$ cat config.mk
export PLATFORM = sky130hd
export DESIGN_NAME = pfcs_queue
export DESIGN_NICKNAME = d
export VERILOG_FILES = /design/src/design/pfcs_pkg.sv /design/src/design/pfcs_queue.sv
export SDC_FILE = /design/constraint.sdc
export NUM_CORES = 1
export LEC_CHECK = 0
export ABC_CLOCK_PERIOD_IN_PS = 22300
export BUFFER_PORTS_ARGS = -buffer_cell sky130_fd_sc_hd__buf_2
export CAP_MARGIN = 30
export CELL_PAD_IN_SITES_DETAIL_PLACEMENT = 0
export CELL_PAD_IN_SITES_GLOBAL_PLACEMENT = 2
export CORE_UTILIZATION = 40
export CTS_BUF_LIST = sky130_fd_sc_hd__clkbuf_2
export DETAILED_ROUTE_END_ITERATION = 8
export PLACE_DENSITY = 0.9
export SETUP_SLACK_MARGIN = 0.05
export SYNTH_ARGS = -nofsm -noshare
export SYNTH_HDL_FRONTEND = slang
export SYNTH_SLANG_ARGS = --single-unit
export TNS_END_PERCENT = 10
$ cat constraint.sdc
create_clock -name clk -period 22.3 [get_ports clk]
set_input_delay 3.345 -clock clk [delete_from_list [all_inputs] [get_ports clk]]
set_output_delay 3.345 -clock clk [all_outputs]
set_load 0.05 [all_outputs]
$ cat src/design/pfcs_pkg.sv
// Shared types and constants for the prefix fused cosine scorer.
// No dependencies.
package pfcs_pkg;
  localparam int ELEM_W = 16;
  localparam int ACC_W  = 48;
  localparam int IDX_W  = 13;
  localparam int COS_W  = 16;
  localparam logic [IDX_W-1:0] IDX_MAX = 13'd8191;
  localparam logic [IDX_W-1:0] COARSE_RESET = 13'd64;
  localparam logic signed [ACC_W-1:0] ACC_MAX = {1'b0, {(ACC_W-1){1'b1}}};
  localparam logic signed [ACC_W-1:0] ACC_MIN = {1'b1, {(ACC_W-1){1'b0}}};

  // Sums of one finished vector handed from accumulator to scorer
  typedef struct packed {
    logic signed [ACC_W-1:0] dot_full;
    logic signed [ACC_W-1:0] nq_full;
    logic signed [ACC_W-1:0] nc_full;
    logic signed [ACC_W-1:0] dot_pre;
    logic signed [ACC_W-1:0] nq_pre;
    logic signed [ACC_W-1:0] nc_pre;
    logic                    use_pre;
  } sums_t;

  typedef enum logic [3:0] {
    S_IDLE, S_NORM, S_ROOT, S_MUL, S_DIV, S_RND, S_NEXT, S_FUSE, S_DIV5, S_OUT
  } score_state_t;

  // Saturating 48-bit add of a sign-extended 32-bit product
  function automatic logic signed [ACC_W-1:0] sat_add(
      input logic signed [ACC_W-1:0] a, input logic signed [ACC_W-1:0] p);
    logic signed [ACC_W:0] s;
    s = {a[ACC_W-1], a} + {p[ACC_W-1], p};
    if (s[ACC_W] != s[ACC_W-1]) sat_add = s[ACC_W] ? ACC_MIN : ACC_MAX;
    else sat_add = s[ACC_W-1:0];
  endfunction
endpackage

$ cat src/design/pfcs_queue.sv
// Two-entry queue of vector sums between accumulator and scorer.
// Depends on pfcs_pkg.
module pfcs_queue import pfcs_pkg::*; (
  input  logic  clk,
  input  logic  rst_n,
  input  logic  wr_en,
  input  sums_t wr_data,
  output logic  full,
  output logic  rd_valid,
  input  logic  rd_en,
  output sums_t rd_data
);
  sums_t mem_r [2];
  logic wp_r, rp_r;
  logic [1:0] cnt_r;

  assign full = cnt_r == 2'd2;
  assign rd_valid = cnt_r != 2'd0;
  assign rd_data = mem_r[rp_r];

  always_ff @(posedge clk) begin
    if (wr_en) mem_r[wp_r] <= wr_data;
  end

  always_ff @(posedge clk) begin
    if (!rst_n) begin
      wp_r <= 1'b0; rp_r <= 1'b0; cnt_r <= '0;
    end else begin
      if (wr_en) wp_r <= ~wp_r;
      if (rd_en) rp_r <= ~rp_r;
      cnt_r <= cnt_r + {1'b0, wr_en} - {1'b0, rd_en};
    end
  end

  a_no_ovf: assert property (@(posedge clk) disable iff (!rst_n)
    !(wr_en && full)) else $error("queue overflow");
  a_no_unf: assert property (@(posedge clk) disable iff (!rst_n)
    !(rd_en && !rd_valid)) else $error("queue underflow");
  a_cnt: assert property (@(posedge clk) disable iff (!rst_n)
    cnt_r <= 2'd2) else $error("queue count out of range");
endmodule

==> run summary <==
Peak Freq: 0.130 GHz
CTS H-tree lvls: 4
Synthesized area: 21900 sq um
Worst Path Buf+Inv: 4
Post-synth top area cell: edfxtp_1
Finish-stage setup viols: 0
Wirelength, routed: 47.6 mm
Maximum root-to-sink buffer count: 3
Worst Tran Pin Value: 0.965 ns
DRC viols: 0
PortBufs: 583
Sink Count: 583
Status: finished, final reports clean
PwrDens: 89.0 nW/um^2
PostCTS Resize Cnt: 0
Slew headroom: 35.7%
Placer Congestion: 0.814
Synth Area in Compound Gates: 0.0343%
Crit path cell chain: buf_4 -> buf_16 -> buf_12 -> mux2_4 -> buf_2
Synth cell types: 14
Largest net degree at the start of global routing: 109
Setup_tns: 0 ns
Switch Pwr: 723 uW
Post-route insts no fill: 2441
Clock Latency Late Sink: 1.26 ns
Max Slew Vio Count: 0
Cell Int Power: 1670 uW
Crit Path Max Fanout: 108
Top-count cell post-synth: edfxtp_1
Core Box Area: 53900 sq um
Worst EP required: 18.95 ns
CP delay by family, top: buffers and inverters
RSZ-0062 raised after global routing: no
Area Growth Syn to Fin: 22.7%
Vias per std cell: 4.69
HPWL after DPL: 32.8 mm
Largest cells by area after synthesis: edfxtp_1 (79%), mux2_4 (14%), mux2_2 (4.6%), buf_6 (1.3%), dfxtp_1 (0.46%)
Root Buffer: clkbuf_2
Die area: 55700 sq um
Critical path launch point type: register
Share of the synthesized area in the top cell type: 79.2%
Worst Path Arrival: 4.32 ns
Max-capacitance violation count: 0
WS Path Type: register to output pin
Starting Density: 40.6%
DR vias: 11400
Tmin final: 7.66 ns
Nets@finish: 1930
Flops & latches, synth: 583
Largest family of logic cells by synthesized area: multiplexers
Max stage delay on crit path: 0.89 ns
Initial drt markers: 541
Proportion of synthesized area in mux cells: 18.3%
Syn Nets: 1215
Xor-xnor portion of the synthesized cell area: 0.143%
Commonest cells in the netlist: edfxtp_1 (578), mux2_4 (200), mux2_2 (89)
Ports: 584
Seq/Total Area, Yosys: 79.7%
CP endpoint kind: output pin
Vert. Die Dim: 236 um
YS warnings: 0
Placed cell count: 2181
Layout cells sized above 1: 64.6%
Post-synth ARST share: 0%
Sequential power share: 53.7%
Pre-antenna DRT Iters: 4
CP max-delay cell: dfxtp_4
Setup Skew: 0.0505 ns
Hold Crit Class: register to register
DRT antenna net count: 0
Post-Synthesis Cells: 920
Vias in the first global route: 11900
Worst hold start: rp_r
Post-synth EDFFs: 578
Switch share: 30.2%
GRT overflow: 0
Clock power share: 27.8%
Worst VDD drop: 0.0604 mV
DR WL/cell: 19.5 um
Row Count: 85
GRT Overall Usage: 16.8%
Place WS: 15.83 ns
CTS Buf Count: 146
Hold Vio Cnt, Final: 0
Initial antenna violation count: 22
Clock transition at path regs: 0.07 ns
Prevailing post-synth register cell: edfxtp_1
Setup ws final: 14.64 ns
Setup Fix Bufs, Post-CTS: 0
First-pass GRT wire length: 68.9 mm
Post-Synth Simple-Gate Area: 0.257%
Mapped Avg Cell Area: 23.8 sq um
Tcrit/Tclk final: 34.4%
Synth Area in Adders: 0.114%
Reg2Reg Launch Point: wp_r
Post-CTS Hold Buffers: 0
Die W: 236 um
Combinational Power Share: 18.5%
Leakage: 0.0107 uW
CTS tree: built
## power groups by stage
stage               Clock, uW  Combinational (uW)  Sequential [uW]
floorplan                   0                 345             1320
global placement            0                 438             1310
detailed placement          0                 444             1310
CTS                       699                 445             1290
global route              753                 461             1290
finish                    665                 443             1280
## worst paths after layout
kind	slack, ns	cells past startpoint	to
max	14.64	5	rd_data[254]
min	0.59	2	register
max reg2reg	19.46	4	mem_r[1][179]
min reg2reg	0.59	2	register
## flip-flops by register name, indices dropped and copies added (netlist names), named ones only
signal and count:
wp_r 1, rp_r 1, mem_r 578, cnt_r 2
## tightest hold or removal path: cells and delay by family (launching register included)
family | cells | cell delay, ns
xor+xnor | 1 | 0.07
flops | 1 | 0.33
simple gates | 1 | 0.15
## cells in the final DEF, fill, tap and decap left out, drive strengths merged
cell type	count
clkinv	23
clkinvlp	3
diode	17
buf	599
inv	5
clkbuf	211
mux2	289
xnor3	1
or2	1
bufinv	1
and2	4
nor2b	4
xor2	1
o21a	1
ha	2
dfxtp	5
edfxtp	578
## routing by layer
layer  global-route usage [%]  up-vias  part of all wire (%)
met4                     8.52       12                   3.1
li1                         -     5213                     -
met5                        0        -                  0.17
met1                     18.3     5556                    38
met3                     8.31      109                    10
met2                     27.2      547                    49
## per-stage QoR
stage / power [uW] / hold slack, ns / instance area [sq um] / util, %
finish: 2390 / 0.588 / 26900 / 49.8
global route: 2500 / 0.629 / 26900 / 49.8
CTS: 2430 / 0.586 / 26800 / 49.7
detailed placement: 1760 / 0.563 / 25600 / 47.4
global placement: 1750 / 0.560 / 25500 / 47.3
floorplan: 1670 / 0.555 / 21900 / -
## final cells by class
| cell class | instances | area [sq um] |
|---|---|---|
| Multi-Input combinational cell | 303 | 4140 |
| Antenna cell | 17 | 42.5 |
| Timing Repair Buffer | 599 | 3140 |
| Sequential cell | 583 | 17500 |
| Fill cell | 4484 | 27000 |
| Tap cell | 696 | 871 |
| Inverter | 2 | 7.51 |
| Clock inverter | 30 | 161 |
| Clock buffer | 211 | 1060 |
## cells by family (layout without fill, tap and decap cells)
| group | Yosys count | after routing |
|---|---|---|
| adder cells (fa/ha/maj) | 2 | 2 |
| AND/OR/NAND/NOR | 9 | 9 |
| buffers and inverters | 34 | 842 |
| other | 0 | 17 |
| AO/OA/AOI/OAI | 1 | 1 |
| XOR/XNOR | 2 | 2 |
| flip-flops | 583 | 583 |
| multiplexers | 289 | 289 |
Power figures use the tool's default switching activity.
