**config.mk**
```make
export PLATFORM = sky130hd
export DESIGN_NAME = pfcs_front
export DESIGN_NICKNAME = d
export VERILOG_FILES = /design/src/design/pfcs_pkg.sv /design/src/design/pfcs_front.sv
export SDC_FILE = /design/constraint.sdc
export NUM_CORES = 2
export LEC_CHECK = 0
export ABC_CLOCK_PERIOD_IN_PS = 18900
export BUFFER_PORTS_ARGS = -buffer_cell sky130_fd_sc_hd__buf_2
export CAP_MARGIN = 10
export CORE_MARGIN = 1.5
export CORE_UTILIZATION = 65
export DETAILED_ROUTE_END_ITERATION = 12
export HOLD_SLACK_MARGIN = 0.03
export PLACE_DENSITY = 0.84
export SKIP_LAST_GASP = 1
export SYNTH_ARGS = -nofsm -noshare
export SYNTH_HDL_FRONTEND = slang
export SYNTH_SLANG_ARGS = --single-unit
```
**constraint.sdc**
```tcl
create_clock -name clk -period 18.9 [get_ports clk]
set_input_delay 2.835 -clock clk [delete_from_list [all_inputs] [get_ports clk]]
set_output_delay 2.835 -clock clk [all_outputs]
set_load 0.02 [all_outputs]
```
**src/design/pfcs_pkg.sv**
```systemverilog
// Shared types and constants for the prefix fused cosine scorer.
// No dependencies.
package pfcs_pkg;
  localparam int ELEM_W = 16;
  localparam int ACC_W  = 48;
  localparam int IDX_W  = 13;
  localparam int COS_W  = 16;
  localparam logic [IDX_W-1:0] IDX_MAX = 13'd8191;
  localparam logic [IDX_W-1:0] COARSE_RESET = 13'd64;
  localparam logic signed [ACC_W-1:0] ACC_MAX = {1'b0, {(ACC_W-1){1'b1}}};
  localparam logic signed [ACC_W-1:0] ACC_MIN = {1'b1, {(ACC_W-1){1'b0}}};

  // Sums of one finished vector handed from accumulator to scorer
  typedef struct packed {
    logic signed [ACC_W-1:0] dot_full;
    logic signed [ACC_W-1:0] nq_full;
    logic signed [ACC_W-1:0] nc_full;
    logic signed [ACC_W-1:0] dot_pre;
    logic signed [ACC_W-1:0] nq_pre;
    logic signed [ACC_W-1:0] nc_pre;
    logic                    use_pre;
  } sums_t;

  typedef enum logic [3:0] {
    S_IDLE, S_NORM, S_ROOT, S_MUL, S_DIV, S_RND, S_NEXT, S_FUSE, S_DIV5, S_OUT
  } score_state_t;

  // Saturating 48-bit add of a sign-extended 32-bit product
  function automatic logic signed [ACC_W-1:0] sat_add(
      input logic signed [ACC_W-1:0] a, input logic signed [ACC_W-1:0] p);
    logic signed [ACC_W:0] s;
    s = {a[ACC_W-1], a} + {p[ACC_W-1], p};
    if (s[ACC_W] != s[ACC_W-1]) sat_add = s[ACC_W] ? ACC_MIN : ACC_MAX;
    else sat_add = s[ACC_W-1:0];
  endfunction
endpackage

```
**src/design/pfcs_front.sv**
```systemverilog
// Front end: element pair accumulator with prefix sums.
// Depends on pfcs_pkg.
module pfcs_front import pfcs_pkg::*; (
  input  logic                    clk,
  input  logic                    rst_n,
  input  logic [IDX_W-1:0]        coarse_len,
  input  logic                    in_valid,
  output logic                    in_stall,
  input  logic signed [ELEM_W-1:0] in_query_element,
  input  logic signed [ELEM_W-1:0] in_candidate_element,
  input  logic                    in_last_element,
  output logic                    q_valid,
  input  logic                    q_full,
  output sums_t                   q_data
);
  logic signed [ACC_W-1:0] dfa_r, nqf_r, ncf_r, dpa_r, nqp_r, ncp_r;
  logic [IDX_W-1:0] idx_r;
  logic signed [2*ELEM_W-1:0] ab, aa, bb;
  logic signed [ACC_W-1:0] dfa_nxt, nqf_nxt, ncf_nxt, dpa_nxt, nqp_nxt, ncp_nxt;
  logic [IDX_W-1:0] idx_nxt;
  logic acc, in_pre;

  // stall any word while the sums queue is full
  assign in_stall = q_full;
  assign acc = in_valid && !in_stall;
  assign ab = in_query_element * in_candidate_element;
  assign aa = in_query_element * in_query_element;
  assign bb = in_candidate_element * in_candidate_element;
  assign in_pre = idx_r < coarse_len;

  always_comb begin
    dfa_nxt = sat_add(dfa_r, ACC_W'(ab));
    nqf_nxt = sat_add(nqf_r, ACC_W'(aa));
    ncf_nxt = sat_add(ncf_r, ACC_W'(bb));
    dpa_nxt = in_pre ? sat_add(dpa_r, ACC_W'(ab)) : dpa_r;
    nqp_nxt = in_pre ? sat_add(nqp_r, ACC_W'(aa)) : nqp_r;
    ncp_nxt = in_pre ? sat_add(ncp_r, ACC_W'(bb)) : ncp_r;
    idx_nxt = (idx_r < IDX_MAX) ? idx_r + 1'b1 : idx_r;
  end

  assign q_valid = acc && in_last_element;
  assign q_data = '{dot_full: dfa_nxt, nq_full: nqf_nxt, nc_full: ncf_nxt,
                    dot_pre: dpa_nxt, nq_pre: nqp_nxt, nc_pre: ncp_nxt,
                    use_pre: (coarse_len != '0) && (idx_nxt >= coarse_len)};

  always_ff @(posedge clk) begin
    if (!rst_n || (acc && in_last_element)) begin
      dfa_r <= '0; nqf_r <= '0; ncf_r <= '0;
      dpa_r <= '0; nqp_r <= '0; ncp_r <= '0;
      idx_r <= '0;
    end else if (acc) begin
      dfa_r <= dfa_nxt; nqf_r <= nqf_nxt; ncf_r <= ncf_nxt;
      dpa_r <= dpa_nxt; nqp_r <= nqp_nxt; ncp_r <= ncp_nxt;
      idx_r <= idx_nxt;
    end
  end

  property p_idx_clear;
    @(posedge clk) disable iff (!rst_n) (acc && in_last_element) |=> idx_r == '0;
  endproperty
  a_idx_clear: assert property (p_idx_clear) else $error("index not cleared");
  a_norm_pos: assert property (@(posedge clk) disable iff (!rst_n)
    nqf_r >= 0 && ncp_r >= 0) else $error("norm sum negative");
  a_pre_le: assert property (@(posedge clk) disable iff (!rst_n)
    nqp_r <= nqf_r) else $error("prefix norm exceeds full");
endmodule

```
==> results.txt <==
----------------------------------------------------
[Synthesis]
  Async set or reset register ratio after synthesis ... 0%
  Number of flops mapped to enable cells by yosys ... 0
  Total nets after synthesis ... 8598
  Compound-cell area share of the yosys netlist ... 19.63%
  Sequential element share of the synthesized area ... 10.47%
  Post-Synth XOR/XNOR Area ... 6.040%
  Mapped Cells ... 7238
  Fraction of synthesized area in multiplexers ... 0.4542%
  Leading register cell type out of synthesis ... sky130_fd_sc_hd__dfxtp_1
  Synth Area in Simple Gates ... 15.59%
  Post-Synthesis Cell Area ... 57570 sq um
  Number of distinct standard cells referenced by the synthesized netlist ... 101
  Post-synthesis sequential element count ... 301
  Syn. warnings ... 0
  Post-synthesis adder-cell area fraction ... 38.68%
  Average cell area after synthesis ... 7.954 sq um
  Main combinational cell family by area after synthesis ... adder cells

[Clock network]
  TritonCTS Buffers ... 36
  Worst-Skew Late Latency ... 590 ps
  Cell at the root of the clock tree ... sky130_fd_sc_hd__clkbuf_16
  CTS tree ... built
  Reg clk slew, reported paths ... 70 ps
  Number of gates resized after CTS ... 0
  Total of hold buffers inserted after clock tree synthesis ... 0
  Post-CTS repair timing setup buffer count ... 0
  H-Tree Level Count ... 2
  Longest Clk Path Bufs ... 3
  Number of clock sinks ... 301

[STA]
  # setup viols final ... 0
  Portion of the clock cycle consumed by the worst path in the final layout ... 90.03%
  Post-route setup TNS ... 0 ps
  Slew Limit Fails ... 0
  Final worst slack ... 1884 ps
  Count of endpoints failing hold in the final timing report ... 0
  Time the final worst path needs with I/O delays and setup ... 17020 ps
  Rel. slew slack ... 26.02%
  Minimum hold slack ... 454.9 ps
  RSZ-0062 raised after global routing ... no
  Highest clock rate ... 58.77 MHz
  Setup skew after layout ... 24.59 ps
  Slew of the pin with the lowest slew margin ... 1087 ps

[Global routing]
  Maximum number of pins on one net before global-route repair ... 98
  Total GRT Usage ... 39.10%
  Via count of the first global-routing pass ... 52770
  Final global-route overflow total ... 0
  Wire length of the first global-routing pass ... 279200 um
  Antenna violations before repair ... 0

[Critical path]
  Max stage delay cell, worst path ... sky130_fd_sc_hd__fa_1
  Data arrival, critical path ... 14180 ps
  Most used cell along the critical path ... sky130_fd_sc_hd__fa_1
  Startpoint type of the worst setup path ... input pin
  Maximum cell stage delay along the critical path ... 900 ps
  Critical path data required time ... 16070 ps
  Crit end category ... primary output
  Type of the worst setup path ... input pin to primary output
  Crit Path Max Fanout ... 35

[Floorplan]
  Die width ... 300.6 um
  I/O pin cnt ... 341
  Area of the die ... 90360 sq um
  Rows ... 108
  Die span in y ... 300.6 um
  Initial core utilization ... 65.95%
  Core ar. ... 87290 sq um

[Drt]
  Detailed-router iteration count before antenna repair ... 6
  Detailed Route Iter0 Violations ... 4137
  Total Routed Length ... 178400 um
  Number of remaining DRC errors ... 0
  Final ANT Viol Nets ... 0
  Vias ... 52710
  Routed wire per std cell ... 20.99 um
  Vias per std cell ... 6.200

[Cells and area]
  Synth-to-layout area growth ... 6.022%
  Fraction of layout instances using a drive strength above 1 ... 7.554%
  Total inserted antenna cells ... 0
  Layout net count ... 8680

[Placed design]
  I/O Buffers ... 340
  Final Wtd Congestion ... 0.9933
  Minimum setup slack after placement ... 2103 ps
  Detailed placer's ending HPWL ... 138800 um

[Outcome]
  Outcome ... finished, final reports clean

[Worst hold path]
  Class of the tightest hold or removal check ... flip-flop to flip-flop

[Flow run]
  Max-cap viol count ... 0

----------------------------------------------------
==> registers in the layout, indices dropped and copies added (netlist names) <==
register / flops
idx_r: 13
dfa_r: 48
ncf_r: 48
nqp_r: 48
nqf_r: 48
dpa_r: 48
ncp_r: 48
==> per-layer routing <==
layer | vias to the layer above | track usage [%] | wire (um)
li1 | 24150 | - | -
met1 | 25430 | 46.80 | 66200
met2 | 2459 | 64.66 | 83430
met3 | 681 | 6.977 | 15440
met4 | 0 | 25.90 | 13380
met5 | - | 0 | 0
==> cell usage after synthesis (all sizes together), types with 17 or more instances <==
cell    number  area share (%)
or2         20            0.22
dfxtp      301              10
a211oi      58            0.77
nand2b      34            0.37
and2       213             2.3
o21a        51            0.67
a31oi       66            0.74
a22o        34            0.52
a221oi      17            0.26
ha         571              12
nand3       95            0.83
nor2b       49            0.53
nor3        66            0.59
o211ai      39            0.51
or3         22            0.24
a21oi      524             4.6
nor2       495             3.2
buf         53            0.50
a21boi      19            0.25
nand2      826             5.4
inv       1044             6.8
o21bai      67            0.87
clkbuf     281             1.8
xor2       114             1.7
a21o       207             2.7
maj3        33            0.57
nor4        18            0.20
o21ai      549             4.8
and3        53            0.58
fa         739              26
xnor2      283             4.3
nand4       62            0.67
o31ai       21            0.30
==> worst max-delay path: cells and delay by family <==
family / cells / cell delay [ps]
multiplexers: 1 / 260
adder cells (fa/ha/maj): 8 / 4230
AO/OA/AOI/OAI: 13 / 3050
XOR/XNOR: 1 / 130
buffers and inverters: 8 / 2080
AND/OR/NAND/NOR: 3 / 1470
==> path summary, 6_finish.rpt <==
| kind | cells past startpoint | slack, ps | to | startpoint |
|---|---|---|---|---|
| max reg2reg | 12 | 13580 | dfa_r[12] | dfa_r[14] |
| min reg2reg | 2 | 450 | nqf_r[27] | nqf_r[27] |
| min | 2 | 450 | nqf_r[27] | nqf_r[27] |
| max | 34 | 1880 | q_data[194] | in_query_element[2] |
==> layout make-up <==
type | instances | area (sq um)
Clock inverter | 20 | 212.7
Sequential cell | 301 | 6026
Multi-Input combinational cell | 5558 | 46400
Tap cell | 1155 | 1445
Inverter | 1045 | 3923
Timing Repair Buffer | 378 | 1987
Clock buffer | 45 | 1047
Fill cell | 7155 | 26260
==> stage by stage <==
stage / area, sq um / std cells / utilization, %
after floorplan: 57570 / 7238 / -
after global placement: 59780 / 8437 / 68.48
after detailed placement: 59780 / 8437 / 68.48
after CTS: 61040 / 8502 / 69.92
after global routing: 61040 / 8502 / 69.92
final: 61040 / 8502 / 69.92
==> cells by family (layout without fill, tap and decap cells) <==
kind of cell	count (synthesis)	in the layout
AOI/OAI and AO/OA	1813	1813
adders and majority gates	1343	1343
DFF	301	301
xor gates and xnor gates	397	397
buffers and inverters	1379	1488
muxes	23	23
and+or+nand+nor	1982	1982
==> layout by cell type, fill, tap and decap left out, types with 95 or more instances in the layout <==
master,synthesis,routed
sky130_fd_sc_hd__a21o_1,207,207
sky130_fd_sc_hd__a21oi_1,523,522
sky130_fd_sc_hd__and2_1,212,210
sky130_fd_sc_hd__buf_2,39,340
sky130_fd_sc_hd__dfxtp_1,301,301
sky130_fd_sc_hd__fa_1,739,739
sky130_fd_sc_hd__ha_1,571,571
sky130_fd_sc_hd__inv_1,1042,1042
sky130_fd_sc_hd__nand2_1,825,823
sky130_fd_sc_hd__nand3_1,95,95
sky130_fd_sc_hd__nor2_1,492,489
sky130_fd_sc_hd__o21ai_0,515,514
sky130_fd_sc_hd__xnor2_1,283,280
sky130_fd_sc_hd__xor2_1,114,114
Power is not shown: default switching activity piles up to over one toggle a cycle in this logic, so the estimate is an artifact.
